## src/design/frequency_sweep_link_watchdog_fsm_core_assert.svh

```systemverilog
// Assertion macros shared by the sweep controller RTL.
// Each macro samples on the rising edge of clk and is quiet while rst_n is low.
`ifndef FREQUENCY_SWEEP_LINK_WATCHDOG_FSM_CORE_ASSERT_SVH
`define FREQUENCY_SWEEP_LINK_WATCHDOG_FSM_CORE_ASSERT_SVH

// Same-cycle implication.
`define FSW_ASSERT_NOW(label, ante, cons, msg) \
    label: assert property (@(posedge clk) disable iff (!rst_n) (ante) |-> (cons)) \
        else $error(msg);

// Next-cycle implication.
`define FSW_ASSERT_NEXT(label, ante, cons, msg) \
    label: assert property (@(posedge clk) disable iff (!rst_n) (ante) |=> (cons)) \
        else $error(msg);

`endif

```

## src/design/fswlw_pkg.sv

```systemverilog
package fswlw_pkg;

    // Width of the internal millisecond time base.
    localparam int TIME_BITS = 32;

    localparam int MS_W     = 32;
    localparam int PERIOD_W = 16;
    localparam int FREQ_W   = 17;
    localparam int STEP_W   = 10;
    localparam int CFG_IDX_W  = 3;
    localparam int CFG_DATA_W = 17;
    localparam int IN_DATA_W  = 64;
    localparam int OUT_DATA_W = 24;

    typedef logic [TIME_BITS-1:0] time_t;
    typedef logic [FREQ_W-1:0]    freq_t;
    typedef logic [PERIOD_W-1:0]  period_t;

    // Configuration register indexes.
    localparam logic [CFG_IDX_W-1:0] CFG_LINK_TIMEOUT = 3'd0;
    localparam logic [CFG_IDX_W-1:0] CFG_SWEEP_PERIOD = 3'd1;
    localparam logic [CFG_IDX_W-1:0] CFG_LIVE_PERIOD  = 3'd2;
    localparam logic [CFG_IDX_W-1:0] CFG_IDLE_PERIOD  = 3'd3;
    localparam logic [CFG_IDX_W-1:0] CFG_START_FREQ   = 3'd4;
    localparam logic [CFG_IDX_W-1:0] CFG_END_FREQ     = 3'd5;
    localparam logic [CFG_IDX_W-1:0] CFG_FREQ_STEP    = 3'd6;

    // Reset values of the configuration registers.
    localparam period_t RST_LINK_TIMEOUT = 16'd1500;
    localparam period_t RST_SWEEP_PERIOD = 16'd10;
    localparam period_t RST_LIVE_PERIOD  = 16'd50;
    localparam period_t RST_IDLE_PERIOD  = 16'd1000;
    localparam freq_t   RST_START_FREQ   = 17'd30000;
    localparam freq_t   RST_END_FREQ     = 17'd35000;
    localparam logic [STEP_W-1:0] RST_FREQ_STEP = 10'd50;

endpackage

```

## src/design/frequency_sweep_link_watchdog_fsm_core.sv

```systemverilog
// Sweep controller with link watchdog, one step per request.
//
// Channels:
//   s_*   : step requests. s_tdata carries now_ms and last_rx_ms, s_tuser the
//           host scan request flag.
//   m_*   : one result per step: state after the step, drive start/stop and
//           clear strobes, telemetry event and its frequency; m_tuser marks a
//           live report versus an idle flatline event.
//   cfg_* : register writes (index, data); always ready. Write only while no
//           step is in flight.
// Pipeline: a request accepted on s_* sits in the input register, then moves
// on into the result register, from which m_* presents it.
// Throughput: one request per cycle while the result stage drains; the
// single-pass step logic between the input and result registers sets that figure.
// Stall: while m_tready is low the result holds and the input register still
// takes one more request; s_tready drops only when both stages are full.
// Reset: registers return to their default values, the machine goes idle,
// both time stamps clear and the frequency returns to 30000 Hz. No result
// is pending after reset.
module frequency_sweep_link_watchdog_fsm_core
    import fswlw_pkg::*;
(
    input  logic                  clk,
    input  logic                  rst_n,
    // step request
    input  logic                  s_tvalid,
    output logic                  s_tready,
    input  logic [IN_DATA_W-1:0]  s_tdata,   // [31:0] now_ms, [63:32] last_rx_ms
    input  logic                  s_tuser,   // [0] scan_request
    // step result
    output logic                  m_tvalid,
    input  logic                  m_tready,
    output logic [OUT_DATA_W-1:0] m_tdata,   // [1:0] sweep_state, [2] drive_start,
                                             // [3] drive_stop, [4] clear_request,
                                             // [5] telemetry_valid,
                                             // [22:6] telemetry_freq_hz, [23] zero
    output logic                  m_tuser,   // [0] telemetry_live
    // configuration writes
    input  logic                  cfg_valid,
    output logic                  cfg_ready,
    input  logic [CFG_IDX_W-1:0]  cfg_index,
    input  logic [CFG_DATA_W-1:0] cfg_data
);

    typedef enum logic [1:0] {
        MODE_IDLE     = 2'd0,
        MODE_INIT     = 2'd1,
        MODE_RUNNING  = 2'd2,
        MODE_STOPPING = 2'd3
    } mode_t;

    // configuration
    period_t            link_timeout_reg;
    period_t            sweep_period_reg;
    period_t            live_period_reg;
    period_t            idle_period_reg;
    freq_t              start_freq_reg;
    freq_t              end_freq_reg;
    logic [STEP_W-1:0]  freq_step_reg;

    // sweep state
    mode_t              mode_reg,        mode_next;
    time_t              last_step_reg,   last_step_next;
    time_t              last_report_reg, last_report_next;
    freq_t              freq_now_reg,    freq_now_next;

    // input stage
    logic               in_valid_reg;
    logic [MS_W-1:0]    in_now_reg;
    logic [MS_W-1:0]    in_rx_reg;
    logic               in_req_reg;

    // result stage
    logic               out_valid_reg;
    logic [1:0]         out_state_reg;
    logic               out_start_reg,  out_start_next;
    logic               out_stop_reg,   out_stop_next;
    logic               out_clr_reg,    out_clr_next;
    logic               out_tvalid_reg, out_tvalid_next;
    logic               out_live_reg,   out_live_next;
    freq_t              out_freq_reg,   out_freq_next;

    logic               advance;
    time_t              now_t;
    time_t              rx_t;
    time_t              since_rx;
    time_t              since_step;
    time_t              since_report;
    logic [FREQ_W:0]    freq_sum;
    mode_t              mode_eff;

    // Move the input stage forward whenever the result stage is free or drains.
    assign advance   = !out_valid_reg || m_tready;
    assign s_tready  = !in_valid_reg || advance;
    assign cfg_ready = 1'b1;

    assign m_tvalid = out_valid_reg;
    assign m_tuser  = out_live_reg;
    assign m_tdata  = {1'b0, out_freq_reg, out_tvalid_reg, out_clr_reg, out_stop_reg,
                       out_start_reg, out_state_reg};

    // Wrapping time differences.
    assign now_t        = TIME_BITS'(in_now_reg);
    assign rx_t         = TIME_BITS'(in_rx_reg);
    assign since_rx     = now_t - rx_t;
    assign since_step   = now_t - last_step_reg;
    assign since_report = now_t - last_report_reg;
    assign freq_sum     = {1'b0, freq_now_reg} + (FREQ_W + 1)'(freq_step_reg);

    always_comb
    begin
        mode_next        = mode_reg;
        last_step_next   = last_step_reg;
        last_report_next = last_report_reg;
        freq_now_next    = freq_now_reg;
        out_start_next   = 1'b0;
        out_stop_next    = 1'b0;
        out_clr_next     = 1'b0;
        out_tvalid_next  = 1'b0;
        out_live_next    = 1'b0;
        out_freq_next    = '0;

        // Watchdog: link silence beyond the timeout stops a running sweep now.
        mode_eff = mode_reg;
        if (mode_reg == MODE_RUNNING && since_rx > TIME_BITS'(link_timeout_reg))
        begin
            mode_eff = MODE_STOPPING;
        end

        case (mode_eff)
            MODE_IDLE:
            begin
                if (in_req_reg)
                begin
                    mode_next = MODE_INIT;
                end
                else if (since_report >= TIME_BITS'(idle_period_reg))
                begin
                    out_tvalid_next  = 1'b1;
                    last_report_next = now_t;
                end
            end
            MODE_INIT:
            begin
                freq_now_next    = start_freq_reg;
                out_start_next   = 1'b1;
                last_step_next   = now_t;
                last_report_next = now_t;
                mode_next        = MODE_RUNNING;
            end
            MODE_RUNNING:
            begin
                if (!in_req_reg)
                begin
                    mode_next = MODE_STOPPING;
                end
                else
                begin
                    if (since_step >= TIME_BITS'(sweep_period_reg))
                    begin
                        last_step_next = now_t;
                        freq_now_next  = (freq_sum > {1'b0, end_freq_reg}) ?
                                         start_freq_reg : freq_sum[FREQ_W-1:0];
                    end
                    // Report the frequency as it stands after this step.
                    if (since_report >= TIME_BITS'(live_period_reg))
                    begin
                        out_tvalid_next  = 1'b1;
                        out_live_next    = 1'b1;
                        out_freq_next    = freq_now_next;
                        last_report_next = now_t;
                    end
                end
            end
            default:
            begin
                out_stop_next = 1'b1;
                out_clr_next  = 1'b1;
                mode_next     = MODE_IDLE;
            end
        endcase
    end

    always_ff @(posedge clk or negedge rst_n)
    begin
        if (!rst_n)
        begin
            link_timeout_reg <= RST_LINK_TIMEOUT;
            sweep_period_reg <= RST_SWEEP_PERIOD;
            live_period_reg  <= RST_LIVE_PERIOD;
            idle_period_reg  <= RST_IDLE_PERIOD;
            start_freq_reg   <= RST_START_FREQ;
            end_freq_reg     <= RST_END_FREQ;
            freq_step_reg    <= RST_FREQ_STEP;
            mode_reg         <= MODE_IDLE;
            last_step_reg    <= '0;
            last_report_reg  <= '0;
            freq_now_reg     <= RST_START_FREQ;
            in_valid_reg     <= 1'b0;
            out_valid_reg    <= 1'b0;
        end
        else
        begin
            // Register writes; indexes past the list drop silently.
            if (cfg_valid && cfg_ready)
            begin
                case (cfg_index)
                    CFG_LINK_TIMEOUT: link_timeout_reg <= cfg_data[PERIOD_W-1:0];
                    CFG_SWEEP_PERIOD: sweep_period_reg <= cfg_data[PERIOD_W-1:0];
                    CFG_LIVE_PERIOD:  live_period_reg  <= cfg_data[PERIOD_W-1:0];
                    CFG_IDLE_PERIOD:  idle_period_reg  <= cfg_data[PERIOD_W-1:0];
                    CFG_START_FREQ:   start_freq_reg   <= cfg_data[FREQ_W-1:0];
                    CFG_END_FREQ:     end_freq_reg     <= cfg_data[FREQ_W-1:0];
                    CFG_FREQ_STEP:    freq_step_reg    <= cfg_data[STEP_W-1:0];
                    default:          ;
                endcase
            end

            // Capture a new request.
            if (s_tvalid && s_tready)
            begin
                in_valid_reg <= 1'b1;
                in_now_reg   <= s_tdata[MS_W-1:0];
                in_rx_reg    <= s_tdata[2*MS_W-1:MS_W];
                in_req_reg   <= s_tuser;
            end
            else if (advance)
            begin
                in_valid_reg <= 1'b0;
            end

            // Commit the step and load the result.
            if (advance)
            begin
                out_valid_reg <= in_valid_reg;
                if (in_valid_reg)
                begin
                    mode_reg        <= mode_next;
                    last_step_reg   <= last_step_next;
                    last_report_reg <= last_report_next;
                    freq_now_reg    <= freq_now_next;
                    out_state_reg   <= mode_next;
                    out_start_reg   <= out_start_next;
                    out_stop_reg    <= out_stop_next;
                    out_clr_reg     <= out_clr_next;
                    out_tvalid_reg  <= out_tvalid_next;
                    out_live_reg    <= out_live_next;
                    out_freq_reg    <= out_freq_next;
                end
            end
        end
    end

`include "frequency_sweep_link_watchdog_fsm_core_assert.svh"

    `FSW_ASSERT_NOW(a_start_stop_excl, out_valid_reg, !(out_start_reg && out_stop_reg), "drive start and stop in one step")
    `FSW_ASSERT_NOW(a_live_has_event, out_valid_reg && out_live_reg, out_tvalid_reg, "live kind without telemetry event")
    `FSW_ASSERT_NOW(a_freq_only_live, out_valid_reg && !out_live_reg, out_freq_reg == '0, "frequency reported outside live event")
    `FSW_ASSERT_NOW(a_start_to_run, out_valid_reg && out_start_reg, out_state_reg == MODE_RUNNING, "drive start without running state")
    `FSW_ASSERT_NEXT(a_commit_mode, advance && in_valid_reg, mode_reg == $past(mode_next), "state not committed with result")

endmodule

```

## config.mk

```make
export PLATFORM = sky130hd
export DESIGN_NAME = frequency_sweep_link_watchdog_fsm_core
export DESIGN_NICKNAME = d
export VERILOG_FILES = /design/src/design/fswlw_pkg.sv /design/src/design/frequency_sweep_link_watchdog_fsm_core.sv
export VERILOG_INCLUDE_DIRS = /design/src /design/src/design
export SDC_FILE = /design/constraint.sdc
export NUM_CORES = 1
export LEC_CHECK = 0
export BUFFER_PORTS_ARGS = -buffer_cell sky130_fd_sc_hd__buf_2
export CORE_MARGIN = 2
export CORE_UTILIZATION = 55
export DETAILED_ROUTE_END_ITERATION = 8
export GPL_ROUTABILITY_DRIVEN = 1
export PLACE_DENSITY_LB_ADDON = 0.2
export SLEW_MARGIN = 20
export SYNTH_ARGS = -nofsm -noshare
export SYNTH_HDL_FRONTEND = slang
export SYNTH_SLANG_ARGS = --single-unit
```

## constraint.sdc

```tcl
create_clock -name clk -period 7.7 [get_ports clk]
set_input_delay 1.54 -clock clk [delete_from_list [all_inputs] [get_ports clk]]
set_output_delay 1.54 -clock clk [all_outputs]
set_load 0.01 [all_outputs]
```

### After elaboration in Yosys (flattened, before gate mapping)

Cells that the tools add are included.
W data, S select, Z words.

| cells by class | value |
|---|---|
| add/subtract/negate cells | 4 |
| order comparisons | 5 |
| eq/ne operators | 14 |
| mux-type cells | 25 |
| reduce and logical (&&, ||, !) cells | 26 |

Operator list:

| cell | count |
|---|---|
| $mux W32 | 6 |
| $ge A32 B16 Y1 | 3 |
| $pmux W32 S3 | 1 |
| $sub A32 B32 Y32 | 3 |
| $pmux W32 S2 | 1 |
| $mux W17 | 3 |
| $pmux W17 S2 | 1 |
| $gt A32 B16 Y1 | 1 |
| $add A17 B10 Y18 | 1 |
| $gt A18 B17 Y1 | 1 |
| $reduce_and A2 Y1 | 9 |
| $ne A2 B2 Y1 const B | 5 |
| $eq A3 B3 Y1 const B | 3 |
| $mux W1 | 8 |
| $reduce_and A7 Y1 | 1 |
| $eq A3 B2 Y1 const B | 2 |
| $mux W2 | 3 |
| $pmux W2 S3 | 1 |
| $reduce_and A3 Y1 | 2 |
| $reduce_and A5 Y1 | 1 |
| $eq A2 B2 Y1 const B | 2 |
| $reduce_and A4 Y1 | 1 |
| $reduce_bool A2 Y1 | 2 |
| $eq A3 B1 Y1 const B | 1 |
| other kinds (9) | 12 |

| word-level totals | value |
|---|---|
| flip-flop bits (word level) | 281 |
| bits of input ports | 90 |
| output and inout bits | 28 |
| word-level logic and storage cells | 96 |

### Depth between registers and ports, before layout

Gate-level depths: netlist of the first run.

| logic depth | value |
|---|---|
| depth after elaboration | 7 |
| mapped depth | 25 |
| depth with buffers taken out | 23 |

### Worst setup path after synthesis of the first run

No wires, ideal clock.

| path | value |
|---|---|
| kind | reg2reg |
| start point | reg in_now_reg[1] |
| end point | reg freq_now_reg[1] |
| setup time | 119 ps |
| arrival time | 4,923 ps |
| setup slack | 2,658 ps |
| stages on the path, launching flop included | 25 |
| period minus slack after synthesis | 5,042 ps |
| cell sequence | edfxtp_1 > inv_1 > fa_1 > nand2b_1 > a21oi_1 > nor2b_1 > o21ai_0 > a21o_1 > a21oi_1 > xnor2_1 > ha_1 > nand4_1 > inv_1 > a221oi_1 > o211ai_1 > a21o_1 > a2111oi_0 > nand4_1 > nor4b_1 > buf_2 > nand2_1 > or2_2 > buf_2 > o22a_1 > o21a_1 |

| on the way | value |
|---|---|
| word-level cells in the longest chain between the ends | 7 |
| elaborated cells between the ends (all ways) | 14 |
| classes of those cells | add/sub: 2; order compare: 2; eq/ne: 3; mux: 4; reduce/logical: 3 |

RTL lines:

| item | line | RTL |
|---|---|---|
| start, declared | frequency_sweep_link_watchdog_fsm_core.sv:69 | `logic [MS_W-1:0] in_now_reg;` |
| start signal, assigned | frequency_sweep_link_watchdog_fsm_core.sv:223 | `in_now_reg <= s_tdata[MS_W-1:0];` |
| $sub A32 B32 Y32 | frequency_sweep_link_watchdog_fsm_core.sv:105 | `assign since_rx = now_t - rx_t;` |
| $gt A32 B16 Y1 | frequency_sweep_link_watchdog_fsm_core.sv:125 | `if (mode_reg == MODE_RUNNING && since_rx > TIME_BITS'(link_timeout_reg))` |
| $logic_and A1 B1 Y1 | frequency_sweep_link_watchdog_fsm_core.sv:125 |  |
| $mux W2 | frequency_sweep_link_watchdog_fsm_core.sv:125 |  |
| $eq A2 B2 Y1 / $eq A2 B1 Y1 (equally long branches) | frequency_sweep_link_watchdog_fsm_core.sv:130 | `case (mode_eff)` |
| $ne A2 B2 Y1 (no line) / $reduce_bool A2 Y1 (equally long branches) | -- |  |
| $reduce_and A4 Y1 (no line) | -- |  |
| end signal, assigned | frequency_sweep_link_watchdog_fsm_core.sv:241 | `freq_now_reg <= freq_now_next;` |
| end, declared | frequency_sweep_link_watchdog_fsm_core.sv:65 | `freq_t freq_now_reg, freq_now_next;` |

Several ways; a longest one is shown, not always the timed one. The select of a mux whose other input is x is not followed.
A chain may end at the register's enable or synchronous reset.

### Worst setup path after layout of the first run

| path | value |
|---|---|
| start point | reg in_now_reg[3] |
| end point | reg freq_now_reg[9] |

Same word-level chain as after synthesis.

==> run metrics, run 1 <==
fin nets 2,375; CP top delay family compound AO/OA/AOI/OAI gates; sequential share of the synthesized area 39.7%; period utilization 86.7%; setup TNS 0 ps; placed inst area 19,900 µm²; synth warn 0; GP Congestion 0.936; CP Launch Type flip-flop; vias 15,100; number of remaining DRC errors 0; Final setup viols 0; Routed WL 47,600 µm; Post-synth top cells 210 x inv_1, 184 x ha_1, 182 x nand2_1, 166 x o21ai_0, 152 x dfrtp_1; status complete, no violations; Critical Path RT 8180 ps; Internal Pwr Total 0.00480 W; Fin. Hold Viols 0; Num Clock Sinks 281; ys flop type dfrtp_1; Worst path max stage delay 580 ps; worst vdd ir 0.193 mV; Layout Cells excl Fill 2,571; Hold-fix buffers, CTS 0; Root Driver clkbuf_16; Rel. slew slack 31.0%; count of final max-slew check failures 0; mean post-synth cell area 9.44 µm²; CP endpoint freq_now_reg[9]; R2R cell count 20; RSZ-0062 raised after global routing no; Flop pwr share 26.9%; Seq cells post-synth 281; CTS Buf Count 34; EDFF count, synth 88; DP HPWL 36,600 µm; worst-margin pin slew 1030 ps; clock transition at the registers of the reported paths 60 ps; Worst setup startpoint in_now_reg[3]; CTS-repair resized insts 0; initial antenna violation count 1; Post-Syn Nets 2,287; maxcap violations 0; die width 190 µm; sw frac 40.3%; WP buf/inv 1; f_max 0.150 GHz; clock skew 22.3 ps; DR iter-0 viols 1,139; path type of the worst setup path reg2reg; leak pwr 9.39 nW; pin count of the biggest net entering global routing 75; H-tree levels 2; row count 67; Area growth syn-to-layout 11.4%; All-Layer GR Usage 26.8%; r2r setup slk 1030 ps; die extent in y 190 µm; critical path fanouts, max 72; crit-path cells ha_1, a21o_1, a21oi_1, a2111oi_0, nor3_1, o21ai_0, xor2_1, ha_1, nand4_1, nor3_1, nand3_1, a21o_1, a2111oi_0, nand4_1, or3b_1, o31ai_2, a21boi_4, buf_4, o22a_1, o21a_1; most common cell in the netlist inv_1; first-pass GRT wire length 76,100 µm; total gr overflow 0; vias per cell 5.88; Ports 118; final core utilization 62.7%; final std cell area, no fill 21,100 µm²; Crit. End Element flip-flop; Pwr Density 381 nW/µm²; RR Endpoint freq_now_reg[9]; Final min period 6670 ps; routed len/inst 18.5 µm; IO Port Bufs 115; CP max-delay cell buf_4; Worst Hold Slack 503 ps; Comb pwr share 52.1%; Syn Inst Count 2,009; DRT antenna net count 0; # Post-CTS Setup Buffers 0; FFs w/ async S/R, synth 68.7%; clock share of power 21.0%; Synth top area share 20.1%; Crit Reg-Reg Startpoint in_now_reg[3]; ANT cells 0; worst min-delay path category reg2reg; initial core utilization 56.3%; Die ar. 36,000 µm²; synthesized cell area 19,000 µm²; Synth area leaders dfrtp_1 20%, edfxtp_1 14%, ha_1 12%, mux2_2 6.0%, dfstp_2 5.7%; vias in the first global route 14,400; worst hold path cell count 1; CP Depth 20; Placeable Area 33,700 µm²; maximum buffer depth of the clock tree 3; Placed Instances 2,508; layout cell share with drive strength beyond 1 16.5%; CP arrival 7150 ps; CTS tree done; switching power 0.00324 W; DR pass1 iterations 5; Skew-Pair Late Insertion Delay 550 ps; synth unique cells 80; largest area contributor in the netlist dfrtp_1
[cell usage in the layout, fill, tap and decap left out, types with 20 or more instances in the layout]
master | netlist | layout
o21a_1 | 34 | 34
nand3_1 | 26 | 26
xnor2_1 | 46 | 46
buf_2 | 8 | 114
a21oi_1 | 136 | 136
nand2_1 | 182 | 182
xor2_1 | 33 | 33
o21ai_0 | 166 | 166
ha_1 | 184 | 184
dfstp_2 | 41 | 41
clkbuf_16 | 0 | 35
dfrtp_1 | 152 | 152
inv_1 | 210 | 210
nand4_1 | 43 | 43
a21o_1 | 55 | 55
edfxtp_1 | 88 | 88
mux2_2 | 101 | 101
nor2_1 | 118 | 118
nor3_1 | 24 | 22
mux2i_1 | 20 | 20
o211ai_1 | 24 | 24
[worst min-delay path by stage]
stage                           to                start  slack, ps
2_1_floorplan             m_tvalid         in_valid_reg        460
3_5_place_dp   idle_period_reg[11]  idle_period_reg[11]        490
6_report           end_freq_reg[2]      end_freq_reg[2]        500
3_3_place_gp    idle_period_reg[2]   idle_period_reg[2]        490
5_1_grt         idle_period_reg[1]   idle_period_reg[1]        510
4_1_cts        idle_period_reg[11]  idle_period_reg[11]        510
[power groups by stage]
| stage | Sequential, W | Combinational, W | Clock [W] |
|---|---|---|---|
| 2_1_floorplan | 0.00211 | 0.00319 | 0 |
| 3_3_place_gp | 0.00217 | 0.00402 | 0 |
| 3_5_place_dp | 0.00218 | 0.00411 | 0 |
| 4_1_cts | 0.00216 | 0.00415 | 0.00173 |
| 5_1_grt | 0.00221 | 0.00470 | 0.00179 |
| 6_report | 0.00216 | 0.00419 | 0.00169 |
[per-layer routing]
layer / GRT usage (%) / vias to the layer above / routed length (µm)
met2: 43.3 / 436 / 21700
met5: 0 / - / 0
li1: - / 7382 / -
met1: 37.4 / 7229 / 22100
met4: 7.16 / 0 / 949
met3: 4.83 / 61 / 2940
[area by class of cell]
type	instances	area, µm²
fillers	2853	12600
clock buffers	49	978
clock inverters	13	210
flip-flops and latches	281	7520
repair buffers	129	693
multi-input cells	1441	10400
inverters	210	788
well taps	448	561
[kinds of logic (layout without fill, tap and decap cells)]
logic type,after synthesis,count (layout),share of synthesized area (%)
mux,121,121,7.05
flops,281,281,39.7
buf+inv,287,401,5.87
simple gates,494,494,12.3
fa+ha+maj,188,188,12.6
compound gates,557,557,18.8
other cells,2,2,0.0396
xor+xnor,79,79,3.65
[through the flow]
| step | total power (W) | setup slack, ps |
|---|---|---|
| 6_report | 0.00805 | 1030 |
| 5_1_grt | 0.00870 | 694 |
| 4_1_cts | 0.00804 | 1150 |
| 3_5_place_dp | 0.00629 | 1190 |
| 3_3_place_gp | 0.00618 | 1430 |
| 2_1_floorplan | 0.00530 | 2660 |
No activity file was read; power rests on OpenSTA's default activity.
==> run 2: changes to the inputs <==
--- a/config.mk
+++ b/config.mk
@@ -12,6 +12,7 @@
 export DETAILED_ROUTE_END_ITERATION = 8
 export GPL_ROUTABILITY_DRIVEN = 1
 export PLACE_DENSITY_LB_ADDON = 0.2
+export RECOVER_POWER = 50
 export SLEW_MARGIN = 20
 export SYNTH_ARGS = -nofsm -noshare
 export SYNTH_HDL_FRONTEND = slang
==> run 2 against run 1 <==
  * The run now ends with max-capacitance violations, max-slew violations left
  * Core utilization down 0.16 points
  * Count of clock-buffer cells in the layout unchanged
  * Combinational power about the same
  * Global-route usage unchanged
  * Critical endpoint unchanged
  * Worst hold slack about the same
  * Via count up 0.24%
  * Final area down 0.25%
  * Clock power about the same
  * Non-clock buffer count unchanged
  * First-iteration DRC count down 4.7%
==> run metrics, run 2 (synthesis gave the netlist of run 1 again) <==
leak pwr 9.35 nW (-0.40%); Num Clock Sinks 281 (unchanged); switching power 0.00325 W (+0.12%); worst hold path cell count 1 (unchanged); GRT busiest layer met2; Routed WL 47,800 µm (+0.30%); vias 15,100 (+0.24%); fin nets 2,375 (unchanged); Pwr Density 382 nW/µm² (+0.30%); Placeable Area 33,700 µm² (unchanged); ANT cells 0 (unchanged); Rel. slew slack -159% (-190 points); status finished with violations; Hold Startpoint end_freq_reg[2]; Comb pwr share 52.1% (about the same); DR pass1 iterations 5 (unchanged); clock skew 23.0 ps (+0.729 ps); number of remaining DRC errors 0 (unchanged); CP arrival 7190 ps (+40 ps); RR Endpoint freq_now_reg[9]; f_max 0.149 GHz (-0.54%); worst min-delay path category reg2reg; critical path fanouts, max 72 (unchanged); IO Port Bufs 115 (unchanged); path type of the worst setup path reg2reg; die extent in y 190 µm (unchanged); final core utilization 62.5% (-0.16 points); Crit Reg-Reg Startpoint in_now_reg[3]; clock share of power 21.0% (about the same); DP HPWL 36,600 µm (unchanged); worst-margin pin slew 3890 ps (+2850 ps); setup TNS 0 ps (unchanged); Worst path max stage delay 570 ps (about the same); clock transition at the registers of the reported paths 60 ps (about the same); vias in the first global route 14,400 (unchanged); DRT antenna net count 0 (unchanged); Final min period 6710 ps (+35.9 ps); DR iter-0 viols 1,085 (-4.7%); period utilization 87.1% (+0.47 points); CP max-delay cell buf_4; H-tree levels 2 (unchanged); met1 GRT Util 37.4% (unchanged); maxcap violations 2 (+2); Ports 118 (unchanged); sw frac 40.3% (about the same); Hold-fix buffers, CTS 0 (unchanged); commonest non-fill, non-tap cell in the layout inv_1; pin count of the biggest net entering global routing 75 (unchanged); commonest non-fill, non-tap cells in the layout 210 x inv_1, 184 x ha_1, 182 x nand2_1; die width 190 µm (unchanged); CP Launch Type flip-flop; Final setup viols 0 (unchanged); layout cell share with drive strength beyond 1 15.9% (-0.57 points); Area growth syn-to-layout 11.1%; initial core utilization 56.3% (unchanged); Worst Hold End end_freq_reg[2]; GP Congestion 0.936 (unchanged); Internal Pwr Total 0.00480 W (about the same); total gr overflow 0 (unchanged); Crit. End Element flip-flop; count of final max-slew check failures 142 (+142); Flop pwr share 26.9% (about the same); row count 67 (unchanged); vias per cell 5.89 (+0.24%); maximum buffer depth of the clock tree 3 (unchanged); # fillers 2,864 (+0.39%); Root Driver clkbuf_16; r2r setup slk 990 ps (-40 ps); failing checks max-capacitance violations, max-slew violations; RSZ-0062 raised after global routing no; Skew-Pair Late Insertion Delay 550 ps (about the same); routed len/inst 18.6 µm (+0.30%); routing usage on met3 4.83% (unchanged); worst vdd ir 0.194 mV (+0.60%); All-Layer GR Usage 26.8% (unchanged); CTS Buf Count 34 (unchanged); Fin. Hold Viols 0 (unchanged); CTS tree done; initial antenna violation count 1 (unchanged); CTS-repair resized insts 0 (unchanged); first-pass GRT wire length 76,100 µm (unchanged); # Post-CTS Setup Buffers 0 (unchanged); R2R cell count 20 (unchanged); Die ar. 36,000 µm² (unchanged); crit-path cells ha_1, a21o_1, a21oi_1, a2111oi_0, nor3_1, o21ai_0, xor2_1, ha_1, nand4_1, nor3_1, nand3_1, a21o_1, a2111oi_0, nand4_1, or3b_1, o31ai_2, a21boi_4, buf_4, o22a_1, o21a_1; met2 GRT Util 43.3% (unchanged); Critical Path RT 8180 ps (about the same)
[run 2: changes by cell type in the layout (fill, tap and decap cells not counted), moves of 2 or more]
cell / before / now
clkbuf_1: 9 / 17
buf_4: 13 / 7
buf_2: 114 / 111
clkbuf_2: 0 / 2
nor3_1: 22 / 24
nor3_2: 2 / 0
nor3b_1: 2 / 4
nor3b_2: 2 / 0
[run 2: worst max-delay path, delay by kind of cell (launching register included)]
kind	cells	cell delay [ps]
compound gates	10	2630
simple gates	6	2000
fa+ha+maj	2	720
buf+inv	1	570
flops	1	500
xor+xnor	1	180
[run 2: worst max path at each step]
stage / from / end / slack, ps / cells after the start
after detailed placement: in_now_reg[3] / freq_now_reg[9] / 1190 / 20
after CTS: in_now_reg[3] / freq_now_reg[9] / 1150 / 20
after floorplan: in_now_reg[1] / freq_now_reg[1] / 2660 / 24
after global routing: in_now_reg[3] / freq_now_reg[9] / 690 / 19
after global placement: in_now_reg[1] / freq_now_reg[1] / 1430 / 23
final: in_now_reg[3] / freq_now_reg[9] / 990 / 20
[run 2: layout make-up]
type	count	area [µm²]	area share [%]
Tap cell	448	561	2.66
Inverter	210	788	3.74
Timing Repair Buffer	129	659	3.13
Clock buffer	49	978	4.64
Clock inverter	13	210	0.998
Multi-Input combinational cell	1441	10300	49.1
Sequential cell	281	7520	35.7
[run 2: stage by stage]
stage / std cells / power, W / instance area (µm²) / setup WS, ps / hold slack, ps
floorplan: 2009 / 0.00530 / 19000 / 2660 / 463
global placement: 2508 / 0.00618 / 19900 / 1430 / 487
detailed placement: 2508 / 0.00629 / 19900 / 1190 / 494
CTS: 2570 / 0.00804 / 21100 / 1150 / 507
global route: 2571 / 0.00870 / 21100 / 694 / 515
finish: 2571 / 0.00805 / 21100 / 990 / 504
[run 2: power by group through the flow]
| stage | registers (W) | clock network [W] | logic, W |
|---|---|---|---|
| 2_1_floorplan | 0.00211 | 0 | 0.00319 |
| 3_3_place_gp | 0.00217 | 0 | 0.00402 |
| 3_5_place_dp | 0.00218 | 0 | 0.00411 |
| 6_report | 0.00216 | 0.00169 | 0.00419 |
| 4_1_cts | 0.00216 | 0.00173 | 0.00415 |
| 5_1_grt | 0.00221 | 0.00179 | 0.00470 |
[run 2: routing by layer]
metal	part of all wire, %	up-vias	wire, µm
li1	-	7379	-
met1	47	7272	22300
met2	45	429	21700
met3	5.8	65	2760
met4	2.1	0	1000
met5	0	-	0
==> run 3: changes to the inputs <==
--- a/config.mk
+++ b/config.mk
@@ -7,6 +7,7 @@
 export NUM_CORES = 1
 export LEC_CHECK = 0
 export BUFFER_PORTS_ARGS = -buffer_cell sky130_fd_sc_hd__buf_2
+export CORE_ASPECT_RATIO = 1.5
 export CORE_MARGIN = 2
 export CORE_UTILIZATION = 55
 export DETAILED_ROUTE_END_ITERATION = 8
==> run 3 against run 2 <==
  * The flow still finishes with violations (max-capacitance violations, max-slew violations)
  * Clock skew fell by 13 ps
  * Count of clock-buffer cells in the layout shrank 14
  * Clock power down 13%
  * Non-clock buffer count down 1
  * Cell count shrank 1.2%
  * Die area about the same
  * Final area down 1.0%
  * Sequential cell count unchanged
  * Power down 1.8%
  * Routed wire length rose by 11%
  * Critical endpoint is now freq_now_reg[1]
  * Largest cell class unchanged
==> run metrics, run 3 (synthesis gave the netlist of run 1 again) <==
status finished with violations; failing checks max-capacitance violations, max-slew violations; worst vdd ir 0.248 mV (+28%); first-pass GRT wire length 83,000 µm (+9.0%); GP Congestion 0.992 (+6.0%); All-Layer GR Usage 29.5% (+2.7 points); Area growth syn-to-layout 10.0%; number of remaining DRC errors 0 (unchanged); initial core utilization 55.7% (-0.60 points); Worst setup startpoint in_now_reg[1]; Skew-Pair Late Insertion Delay 570 ps (+20 ps); vias in the first global route 15,500 (+7.5%); GRT busiest layer met2; Pwr Density 379 nW/µm² (-0.82%); DR iter-0 viols 952 (-12%); Crit Reg-Reg Startpoint in_now_reg[1]; crit-path cells inv_1, fa_1, nand2b_1, a21oi_1, nor2b_1, o21ai_0, a21o_1, a21oi_1, xnor2_1, ha_1, nand4_1, inv_1, a221oi_1, o211ai_1, a21o_1, a2111oi_0, nand4_1, or3b_1, o31ai_2, a21boi_4, buf_4, o22a_1, o21a_1; die extent in y 231 µm (+22%); Fin. Hold Viols 0 (unchanged); row count 83 (+24%); CTS-repair resized insts 0 (unchanged); initial antenna violation count 1 (unchanged); CTS tree done; leak pwr 9.24 nW (-1.2%); CTS Buf Count 29 (-15%); commonest non-fill, non-tap cells in the layout 210 x inv_1, 184 x ha_1, 182 x nand2_1; count of final max-slew check failures 33 (-77%); maxcap violations 1 (-1); Placeable Area 34,100 µm² (+1.1%); Root Driver clkbuf_16; met2 GRT Util 54.8% (+12 points); Worst Hold End idle_period_reg[14]; die width 156 µm (-18%); DR pass1 iterations 5 (unchanged); CP top delay family compound AO/OA/AOI/OAI gates; Routed WL 52,900 µm (+11%); Hold-fix buffers, CTS 0 (unchanged); path type of the worst setup path reg2reg; placed inst area 19,900 µm² (unchanged); Die ar. 36,000 µm² (about the same); pre-CTS setup slack 1450 ps (+259 ps); worst-margin pin slew 2180 ps (-1710 ps); routing usage on met3 2.52% (-2.3 points); pin count of the biggest net entering global routing 164 (+120%); commonest non-fill, non-tap cell in the layout inv_1; vias 15,400 (+1.4%); vias per cell 6.05 (+2.6%); # fillers 2,971 (+3.7%); maximum buffer depth of the clock tree 3 (unchanged); setup TNS 0 ps (unchanged); fin nets 2,369 (-0.25%); RR Endpoint freq_now_reg[1]; CP Launch Type flip-flop; final core utilization 61.2% (-1.3 points); total gr overflow 0 (unchanged); layout cell share with drive strength beyond 1 15.4% (-0.50 points); r2r setup slk 1390 ps (+400 ps); final std cell area, no fill 20,900 µm² (-1.0%); Ports 118 (unchanged); Worst Slack Setup Final 1390 ps (+397 ps); Final Total Pwr 0.00790 W (-1.8%); R2R cell count 23 (+15%); worst hold path cell count 1 (unchanged); IO Port Bufs 115 (unchanged); Rel. slew slack -45.4% (+110 points); critical path fanouts, max 72 (unchanged); Hold Startpoint idle_period_reg[14]; clock transition at the registers of the reported paths 60 ps (about the same); DRT antenna net count 0 (unchanged); H-tree levels 1 (-1); routed len/inst 20.8 µm (+12%); WP buf/inv 3 (+2); Worst path max stage delay 550 ps (-20 ps); Final setup viols 0 (unchanged); CP arrival 6820 ps (-370 ps); Num Clock Sinks 281 (unchanged); met1 GRT Util 33.0% (-4.3 points); f_max 0.158 GHz (+6.3%); Crit. End Element flip-flop; period utilization 82.0% (-5.2 points); Final min period 6310 ps (-397 ps); RSZ-0062 raised after global routing no; DP HPWL 41,100 µm (+13%); worst min-delay path category reg2reg; Critical Path RT 8200 ps (+20 ps); # Post-CTS Setup Buffers 0 (unchanged); CP max-delay cell edfxtp_1; clock skew 10.3 ps (-12.7 ps)
-- run 3: final cells by class --
class	instances	area, µm²	share of cell area [%]
sequential	281	7520	36.1
antenna	2	5.00	0.0240
timing repair buffer	128	666	3.19
multi-input combinational	1441	10400	49.7
inverter	210	788	3.78
tap	425	532	2.55
clock buffer	35	801	3.84
clock inverter	19	185	0.888
-- run 3: report_power, final --
group / internal, W / switching, W / total (W)
combinational: 0.00180 / 0.00247 / 0.00427
clock: 0.000846 / 0.000621 / 0.00147
sequential: 0.00195 / 0.000213 / 0.00216
-- run 3: per-stage QoR --
stage          instances  hold slack, ps
5_1_grt             2540             513
4_1_cts             2539             509
6_report            2541             505
3_5_place_dp        2485             494
2_1_floorplan       2009             463
3_3_place_gp        2485             482
-- run 3: worst max-delay path by stage --
stage                     slack, ps         endpoint  cells past startpoint
after detailed placement       1450  freq_now_reg[1]                     20
after CTS                      1410  freq_now_reg[1]                     20
after global routing            850  freq_now_reg[1]                     23
after global placement         1630  freq_now_reg[1]                     23
after floorplan                2660  freq_now_reg[1]                     24
final                          1390  freq_now_reg[1]                     23
-- run 3: layer usage --
metal / part of all wire [%] / wire, µm / vias up
met3: 3.4 / 1780 / 153
met2: 51 / 27200 / 442
met4: 6.2 / 3270 / 0
met1: 39 / 20700 / 7399
met5: 0 / 0 / -
li1: - / - / 7369
-- run 3: worst reg2reg max path, delay by kind of cell, from the launching register on --
family,cells,cell delay [ps]
AO/OA/AOI/OAI,12,2840
XOR/XNOR,1,140
adder cells (fa/ha/maj),2,760
buffers and inverters,3,740
flip-flops,1,550
AND/OR/NAND/NOR,5,1220
